<file path="src/design/lnt_pkg.sv">
`timescale 1ns / 1ps
// Shared types, constants and helper functions of the luma normalized tint block.
// Used by lnt_ctrl, lnt_datapath and the top level luma_normalized_tint.
package lnt_pkg;

	localparam int unsigned CFG_IDX_W = 3;
	localparam int unsigned CFG_DATA_W = 8;

	localparam logic [CFG_IDX_W-1:0] CFG_TINT_RED   = 3'd0;
	localparam logic [CFG_IDX_W-1:0] CFG_TINT_GREEN = 3'd1;
	localparam logic [CFG_IDX_W-1:0] CFG_TINT_BLUE  = 3'd2;
	localparam logic [CFG_IDX_W-1:0] CFG_BYTE_ORDER = 3'd3;
	localparam logic [CFG_IDX_W-1:0] CFG_BYPASS     = 3'd4;

	localparam logic OP_MEASURE = 1'b0;
	localparam logic OP_EMIT    = 1'b1;

	localparam logic ORDER_BGRA = 1'b0;

	localparam logic [9:0] LUMA_WR = 10'd299;
	localparam logic [9:0] LUMA_WG = 10'd587;
	localparam logic [9:0] LUMA_WB = 10'd114;
	localparam logic [9:0] LUMA_ROUND = 10'd500;

	// Reciprocal of 1000 scaled by 2**28, rounded up; exact for sums below 256000.
	localparam logic [18:0] RECIP_1000 = 19'd268436;
	localparam int unsigned RECIP_SHIFT = 28;

	localparam int unsigned DIV_STEPS = 8;
	localparam logic [7:0] LUMA_SAT = 8'hFF;

	typedef struct packed {
		logic load_in;
		logic prod;
		logic sum;
		logic luma;
		logic max_update;
		logic div_start;
		logic div_step;
		logic mul;
		logic alpha;
		logic out_load;
	} cmd_t;

	typedef struct packed {
		logic is_emit;
		logic bypass;
	} sts_t;

	// Exact floor(x / 255) for x up to 255 * 255.
	function automatic logic [7:0] div255(input logic [15:0] x);
		logic [16:0] t;
		t = 17'(x) + 17'd1 + 17'(x[15:8]);
		return t[15:8];
	endfunction

endpackage

</file>
<file path="src/design/lnt_ctrl.sv">
`timescale 1ns / 1ps
// Sequencer of the luma normalized tint block: steps one request through the datapath.
// Depends on lnt_pkg for the command and status structs.
module lnt_ctrl (
	input  logic          clk,
	input  logic          arst_n,
	input  logic          in_valid,
	output logic          in_ready,
	output logic          out_valid,
	input  logic          out_ready,
	input  lnt_pkg::sts_t sts,
	output lnt_pkg::cmd_t cmd
);

	localparam logic [3:0] ST_IDLE  = 4'd0;
	localparam logic [3:0] ST_PROD  = 4'd1;
	localparam logic [3:0] ST_SUM   = 4'd2;
	localparam logic [3:0] ST_LUMA  = 4'd3;
	localparam logic [3:0] ST_UPD   = 4'd4;
	localparam logic [3:0] ST_DIVS  = 4'd5;
	localparam logic [3:0] ST_DIVI  = 4'd6;
	localparam logic [3:0] ST_MUL   = 4'd7;
	localparam logic [3:0] ST_ALPHA = 4'd8;
	localparam logic [3:0] ST_FIN   = 4'd9;

	logic [3:0] state_q, state_d;
	logic [2:0] cnt_q;
	logic       out_valid_q;
	logic       slot_free;

	assign in_ready  = (state_q == ST_IDLE);
	assign out_valid = out_valid_q;
	assign slot_free = !out_valid_q || out_ready;

	always_comb begin
		cmd = '0;
		state_d = state_q;
		case (state_q)
			ST_IDLE: begin
				cmd.load_in = in_valid;
				if (in_valid) begin
					state_d = ST_PROD;
				end
			end
			ST_PROD: begin
				cmd.prod = 1'b1;
				if (sts.is_emit && sts.bypass) begin
					state_d = ST_FIN;
				end else begin
					state_d = ST_SUM;
				end
			end
			ST_SUM: begin
				cmd.sum = 1'b1;
				state_d = ST_LUMA;
			end
			ST_LUMA: begin
				cmd.luma = 1'b1;
				state_d = sts.is_emit ? ST_DIVS : ST_UPD;
			end
			ST_UPD: begin
				cmd.max_update = 1'b1;
				state_d = ST_IDLE;
			end
			ST_DIVS: begin
				cmd.div_start = 1'b1;
				state_d = ST_DIVI;
			end
			ST_DIVI: begin
				cmd.div_step = 1'b1;
				if (cnt_q == 3'(lnt_pkg::DIV_STEPS - 1)) begin
					state_d = ST_MUL;
				end
			end
			ST_MUL: begin
				cmd.mul = 1'b1;
				state_d = ST_ALPHA;
			end
			ST_ALPHA: begin
				cmd.alpha = 1'b1;
				state_d = ST_FIN;
			end
			ST_FIN: begin
				cmd.out_load = slot_free;
				if (slot_free) begin
					state_d = ST_IDLE;
				end
			end
			default: begin
				state_d = ST_IDLE;
			end
		endcase
	end

	always_ff @(posedge clk or negedge arst_n) begin
		if (!arst_n) begin
			state_q <= ST_IDLE;
			cnt_q <= '0;
			out_valid_q <= 1'b0;
		end else begin
			state_q <= state_d;
			if (cmd.div_step) begin
				cnt_q <= cnt_q + 3'd1;
			end else begin
				cnt_q <= '0;
			end
			if (cmd.out_load) begin
				out_valid_q <= 1'b1;
			end else if (out_ready) begin
				out_valid_q <= 1'b0;
			end
		end
	end

endmodule

</file>
<file path="src/design/lnt_datapath.sv">
`timescale 1ns / 1ps
// Datapath of the luma normalized tint block: configuration, luma, running maximum,
// restoring divider for normalization, channel scaling and output register. Uses lnt_pkg.
module lnt_datapath (
	input  logic                              clk,
	input  logic                              arst_n,
	input  logic                              cfg_we,
	input  logic [lnt_pkg::CFG_IDX_W-1:0]     cfg_index,
	input  logic [lnt_pkg::CFG_DATA_W-1:0]    cfg_data,
	input  logic [31:0]                       in_data,
	input  logic [1:0]                        in_user,
	input  lnt_pkg::cmd_t                     cmd,
	output lnt_pkg::sts_t                     sts,
	output logic [31:0]                       out_data
);

	logic [7:0]  tint_r_q, tint_g_q, tint_b_q;
	logic        byte_order_q, bypass_q;
	logic        op_q, first_q;
	logic [7:0]  sb_q, sg_q, sr_q, sa_q;
	logic [16:0] prod_r_q;
	logic [17:0] prod_g_q;
	logic [14:0] prod_b_q;
	logic [17:0] sum_q;
	logic [36:0] recip_prod;
	logic [7:0]  lum_q, max_q;
	logic [7:0]  divisor;
	logic [15:0] dividend;
	logic [15:0] rem_q, dsh_q;
	logic [7:0]  quo_q;
	logic        sat_q;
	logic [7:0]  nlum;
	logic [15:0] tb_q, tg_q, tr_q;
	logic [15:0] ab_q, ag_q, ar_q;
	logic [7:0]  ob_q, og_q, or_q, oa_q;

	assign sts.is_emit = (op_q == lnt_pkg::OP_EMIT);
	assign sts.bypass  = bypass_q;
	assign out_data    = {oa_q, or_q, og_q, ob_q};

	assign recip_prod = 37'(sum_q) * 37'(lnt_pkg::RECIP_1000);
	assign divisor    = (max_q == 8'd0) ? 8'd1 : max_q;
	assign dividend   = {lum_q, 8'b0} - {8'b0, lum_q};
	assign nlum       = sat_q ? lnt_pkg::LUMA_SAT : quo_q;

	always_ff @(posedge clk or negedge arst_n) begin
		if (!arst_n) begin
			tint_r_q <= '0;
			tint_g_q <= '0;
			tint_b_q <= '0;
			byte_order_q <= 1'b0;
			bypass_q <= 1'b0;
			max_q <= '0;
			op_q <= lnt_pkg::OP_MEASURE;
			first_q <= 1'b0;
		end else begin
			if (cfg_we) begin
				case (cfg_index)
					lnt_pkg::CFG_TINT_RED:   tint_r_q <= cfg_data;
					lnt_pkg::CFG_TINT_GREEN: tint_g_q <= cfg_data;
					lnt_pkg::CFG_TINT_BLUE:  tint_b_q <= cfg_data;
					lnt_pkg::CFG_BYTE_ORDER: byte_order_q <= cfg_data[0];
					lnt_pkg::CFG_BYPASS:     bypass_q <= cfg_data[0];
					default: begin
					end
				endcase
			end
			if (cmd.load_in) begin
				op_q <= in_user[0];
				first_q <= in_user[1];
			end
			if (cmd.max_update && (first_q || (lum_q > max_q))) begin
				max_q <= lum_q;
			end
		end
	end

	always_ff @(posedge clk) begin
		if (cmd.load_in) begin
			if (byte_order_q == lnt_pkg::ORDER_BGRA) begin
				sb_q <= in_data[7:0];
				sg_q <= in_data[15:8];
				sr_q <= in_data[23:16];
				sa_q <= in_data[31:24];
			end else begin
				sa_q <= in_data[7:0];
				sb_q <= in_data[15:8];
				sg_q <= in_data[23:16];
				sr_q <= in_data[31:24];
			end
		end
		if (cmd.prod) begin
			prod_r_q <= 17'(sr_q) * 17'(lnt_pkg::LUMA_WR);
			prod_g_q <= 18'(sg_q) * 18'(lnt_pkg::LUMA_WG);
			prod_b_q <= 15'(sb_q) * 15'(lnt_pkg::LUMA_WB);
		end
		if (cmd.sum) begin
			sum_q <= 18'(prod_r_q) + prod_g_q + 18'(prod_b_q) + 18'(lnt_pkg::LUMA_ROUND);
		end
		if (cmd.luma) begin
			lum_q <= recip_prod[lnt_pkg::RECIP_SHIFT+7:lnt_pkg::RECIP_SHIFT];
		end
		if (cmd.div_start) begin
			rem_q <= dividend;
			dsh_q <= {1'b0, divisor, 7'b0};
			quo_q <= '0;
			sat_q <= (dividend >= {divisor, 8'b0});
		end else if (cmd.div_step) begin
			if (rem_q >= dsh_q) begin
				rem_q <= rem_q - dsh_q;
				quo_q <= {quo_q[6:0], 1'b1};
			end else begin
				quo_q <= {quo_q[6:0], 1'b0};
			end
			dsh_q <= {1'b0, dsh_q[15:1]};
		end
		if (cmd.mul) begin
			tb_q <= 16'(tint_b_q) * 16'(nlum);
			tg_q <= 16'(tint_g_q) * 16'(nlum);
			tr_q <= 16'(tint_r_q) * 16'(nlum);
		end
		if (cmd.alpha) begin
			ab_q <= 16'(lnt_pkg::div255(tb_q)) * 16'(sa_q);
			ag_q <= 16'(lnt_pkg::div255(tg_q)) * 16'(sa_q);
			ar_q <= 16'(lnt_pkg::div255(tr_q)) * 16'(sa_q);
		end
		if (cmd.out_load) begin
			if (bypass_q) begin
				ob_q <= sb_q;
				og_q <= sg_q;
				or_q <= sr_q;
			end else begin
				ob_q <= lnt_pkg::div255(ab_q);
				og_q <= lnt_pkg::div255(ag_q);
				or_q <= lnt_pkg::div255(ar_q);
			end
			oa_q <= sa_q;
		end
	end

endmodule

</file>
<file path="src/design/luma_normalized_tint.sv">
`timescale 1ns / 1ps
// Luma normalized tint: one request at a time. A measure request passes the product,
// sum, luma and maximum update steps. An emit loads its result into the output register
// once it is free; a tinted emit first runs the 8-step restoring divider for luma * 255 / max.
// The next request is taken while a result waits in the output register.
// Asynchronous reset clears the tint, byte order, bypass and the running maximum to zero.
module luma_normalized_tint (
	input  logic                              clk,
	input  logic                              arst_n,
	input  logic                              s_axis_tvalid,
	output logic                              s_axis_tready,
	// Fields from bit 0: byte0, byte1, byte2, byte3.
	input  logic [31:0]                       s_axis_tdata,
	// Fields from bit 0: operation, first_of_image.
	input  logic [1:0]                        s_axis_tuser,
	output logic                              m_axis_tvalid,
	input  logic                              m_axis_tready,
	// Fields from bit 0: out_blue, out_green, out_red, out_alpha.
	output logic [31:0]                       m_axis_tdata,
	input  logic                              cfg_we,
	input  logic [lnt_pkg::CFG_IDX_W-1:0]     cfg_index,
	input  logic [lnt_pkg::CFG_DATA_W-1:0]    cfg_data
);

	lnt_pkg::cmd_t cmd;
	lnt_pkg::sts_t sts;

	lnt_ctrl u_ctrl (
		.clk       (clk),
		.arst_n    (arst_n),
		.in_valid  (s_axis_tvalid),
		.in_ready  (s_axis_tready),
		.out_valid (m_axis_tvalid),
		.out_ready (m_axis_tready),
		.sts       (sts),
		.cmd       (cmd)
	);

	lnt_datapath u_dp (
		.clk       (clk),
		.arst_n    (arst_n),
		.cfg_we    (cfg_we),
		.cfg_index (cfg_index),
		.cfg_data  (cfg_data),
		.in_data   (s_axis_tdata),
		.in_user   (s_axis_tuser),
		.cmd       (cmd),
		.sts       (sts),
		.out_data  (m_axis_tdata)
	);

	a_cmd_onehot: assert property (@(posedge clk) disable iff (!arst_n)
		$onehot0({cmd.load_in, cmd.prod, cmd.sum, cmd.luma, cmd.max_update,
			cmd.div_start, cmd.div_step, cmd.mul, cmd.alpha, cmd.out_load}))
		else $error("more than one datapath command at once");

	a_no_overwrite: assert property (@(posedge clk) disable iff (!arst_n)
		cmd.out_load |-> (!m_axis_tvalid || m_axis_tready))
		else $error("output register loaded while a result is pending");

	a_one_at_a_time: assert property (@(posedge clk) disable iff (!arst_n)
		(s_axis_tvalid && s_axis_tready) |=> !s_axis_tready)
		else $error("request taken while another is in progress");

	a_div_follows: assert property (@(posedge clk) disable iff (!arst_n)
		cmd.div_start |=> cmd.div_step)
		else $error("divider start not followed by iterations");

endmodule
</file>
<file path="config.mk">
export PLATFORM = sky130hd
export DESIGN_NAME = luma_normalized_tint
export DESIGN_NICKNAME = d
export VERILOG_FILES = /design/src/design/lnt_pkg.sv /design/src/design/lnt_ctrl.sv /design/src/design/lnt_datapath.sv /design/src/design/luma_normalized_tint.sv
export SDC_FILE = /design/constraint.sdc
export NUM_CORES = 2
export LEC_CHECK = 0
export CORE_MARGIN = 2
export CORE_UTILIZATION = 49
export DETAILED_ROUTE_END_ITERATION = 10
export DONT_BUFFER_PORTS = 1
export PLACE_DENSITY = 0.65
export SYNTH_ARGS = -nofsm -noshare
export SYNTH_HDL_FRONTEND = slang
export SYNTH_HIERARCHICAL = 1
export SYNTH_SLANG_ARGS = --single-unit
</file>
<file path="constraint.sdc">
create_clock -name clk -period 13.7 [get_ports clk]
set_input_delay 1.37 -clock clk [delete_from_list [all_inputs] [get_ports clk]]
set_output_delay 1.37 -clock clk [all_outputs]
set_load 0.005 [all_outputs]
</file>
==> results.json <==
{
  "grt_max_degree": 66,
  "arrival_ns": 6.46,
  "synth-edff-count": 260,
  "yosys.area.top_type": "edfxtp_1",
  "synth_area_per_cell_um2": 10.4,
  "ctsHoldBuffers": 0,
  "drc_errors": 0,
  "io_pins": 84,
  "synth_ff_type": "edfxtp_1",
  "postCtsSetupBuffers": 0,
  "yosys-top-cells-area": "edfxtp_1, ha_1, fa_1, inv_1, dfrtp_1",
  "relSlewSlack_pct": 23.3,
  "yosysMostFrequentCell": "ha_1",
  "regArea_um2": 9210,
  "worst_slack_ns": 7.56,
  "synth_area_um2": 34500,
  "clkSlewWorstSetupHoldPaths_ns": 0.07,
  "required_ns": 14.02,
  "multi_input_area_um2": 23100,
  "num-fill-cells": 6284,
  "maxSlewViolCount": 0,
  "num_vias": 22200,
  "dpl_cell_area_um2": 35600,
  "status": "finished, final reports clean",
  "finalHoldViolCount": 0,
  "finClkSkew_ns": 0.0425,
  "nNetsFinal": 4247,
  "grt_pass1_wl_um": 117000,
  "cts-root-buf": "clkbuf_16",
  "dr.pass1.iters": 5,
  "period_share_pct": 44.8,
  "synth-seq-cells": 319,
  "clock_latency_ns": 0.59,
  "chipHeight_um": 269,
  "wl_um": 69700,
  "async_reset_ff_share_pct": 13.8,
  "crit_fanout": 8,
  "start_util_pct": 49.4,
  "hp-class": "register to register",
  "worstMarginPinSlew_ns": 1.15,
  "fp.dieW_um": 269,
  "synth_nets": 4259,
  "routed_via_density": 5.21,
  "antenna_found_initial": 1,
  "finalCriticalPeriod_ns": 6.14,
  "row_count": 97,
  "design.die.area_um2": 72600,
  "port_buffers": 0,
  "cts_tree": "done",
  "synth_warnings": 6,
  "antenna_left": 0,
  "end_kind": "register",
  "cp-start-kind": "register",
  "worst_hold_slack_ns": 0.463,
  "syn_to_final_growth_pct": 7.22,
  "gr-usage-all-layers_pct": 19.7,
  "routedWlPerCell_um": 16.3,
  "grt_pass1_vias": 23000,
  "drive_above_1_share_pct": 6.01,
  "cts_resized": 0,
  "setup_viol": 0,
  "synth_common_cells": "ha_1, inv_1, fa_1, edfxtp_1, nand2_1",
  "dp_slack_ns": 7.48,
  "fmax_ghz": 0.163,
  "rsz0062_at_grt": "false",
  "place.gp.congestion": 0.827,
  "clockBufferDepth": 3,
  "fin_area_um2": 37000,
  "maxCapViolCount": 0,
  "syn_inst": 3307,
  "numCtsBuffers": 40,
  "htreeDepth": 2,
  "worstSetupPathType": "register to register",
  "yosys.cell_types.count": 71,
  "synth_top_area_share_pct": 22.6,
  "clkSinkCount": 319,
  "place_hpwl_um": 54800,
  "drtIter0Drc": 955,
  "grt_overflow_total": 0,
  "seq_area_frac_synth_pct": 26.7,
  "tns_ns": 0,
  "coreArea_um2": 69900
}
==> sequential cells by signal (all words and copies together) (netlist names), 14 cells and up <==
| signal | count |
|---|---|
| u_dp/prod_b_q | 14 |
| u_dp/tg_q | 16 |
| u_dp/ab_q | 16 |
| u_dp/dsh_q | 15 |
| u_dp/tb_q | 16 |
| u_dp/tr_q | 16 |
| u_dp/prod_g_q | 18 |
| u_dp/ar_q | 16 |
| u_dp/sum_q | 18 |
| u_dp/ag_q | 16 |
| u_dp/rem_q | 16 |
| u_dp/prod_r_q | 17 |
==> area by class of cell <==
type                    count  share of cell area, %
multi-input cells        2400                   62.5
flip-flops and latches    319                   24.9
inverters                 518                   5.25
well taps                 940                   3.18
clock buffers              50                   2.94
clock inverters            24                  0.949
repair buffers             16                  0.324
diodes                      1                0.00676
==> path summary, 6_finish.rpt <==
kind / startpoint / cells past startpoint / endpoint / slack [ns]
max: u_dp/tb_q[9] / 24 / u_dp/ab_q[15] / 7.56
min: u_ctrl/cnt_q[0] / 1 / u_ctrl/cnt_q[0] / 0.46
max reg2reg: u_dp/tb_q[9] / 24 / u_dp/ab_q[15] / 7.56
min reg2reg: u_ctrl/cnt_q[0] / 1 / u_ctrl/cnt_q[0] / 0.46
max in group asynchronous: arst_n / 0 / u_ctrl/state_q[2] / 13.08
min in group asynchronous: arst_n / 0 / u_dp/bypass_q / 0.51
==> layer usage <==
metal  vias to the layer above  global-route usage [%]  routed length [µm]
met4                         0                    4.66                1380
met5                         -                       0                   0
met3                        83                    2.57                2220
met1                     10900                    25.8               31900
li1                      11000                       -                   -
met2                       263                    34.7               34200
==> cells by family after synthesis <==
logic type | after synthesis | synth area share [%]
adders and majority gates | 902 | 39.4
and+or+nand+nor | 844 | 12.7
buffers and inverters | 588 | 6.51
AOI/OAI and AO/OA | 391 | 7.38
DFF | 319 | 26.7
xor gates and xnor gates | 181 | 4.65
muxes | 82 | 2.62
==> cell usage in the layout, fill, tap and decap left out, types with 16 or more instances in the layout <==
master,netlist,final
nand2b_1,52,52
inv_1,517,517
o21ai_0,88,88
o21a_1,37,37
xnor2_1,125,125
buf_4,2,16
a21oi_1,101,101
nor2_1,106,102
nand3_1,44,44
clkbuf_16,0,41
edfxtp_1,260,260
dfrtp_1,44,44
nor3_1,43,41
nor2b_1,173,172
a21o_1,36,36
and2_1,137,136
ha_1,591,591
mux2_2,67,67
nand2_1,227,227
fa_1,311,311
xor2_1,53,53
==> per-stage QoR <==
| step | std cells | util, % |
|---|---|---|
| 6_report | 4268 | 53.0 |
| 5_1_grt | 4268 | 53.0 |
| 4_1_cts | 4267 | 53.0 |
| 3_5_place_dp | 4193 | 50.9 |
| 3_3_place_gp | 4193 | 50.9 |
| 2_1_floorplan | 3307 | - |
==> critical path, cell delays in order, from the launching register on <==
cell      delay, ns
edfxtp_1       0.44
ha_1           0.31
o21a_1         0.10
o21a_1         0.17
o21ai_2        0.14
a211oi_2       0.10
o21ai_2        0.30
nor2_1         0.10
xnor2_1        0.57
nor2b_1        0.14
fa_1           0.53
inv_1          0.05
fa_1           0.53
inv_1          0.05
fa_1           0.47
inv_1          0.05
fa_1           0.47
inv_1          0.04
ha_1           0.31
inv_1          0.10
o21bai_1       0.10
a31oi_1        0.22
o21ai_0        0.15
o41ai_1        0.33
xnor2_1        0.11
Power is not shown: default switching activity piles up to over one toggle a cycle in this logic, so the estimate is an artifact.
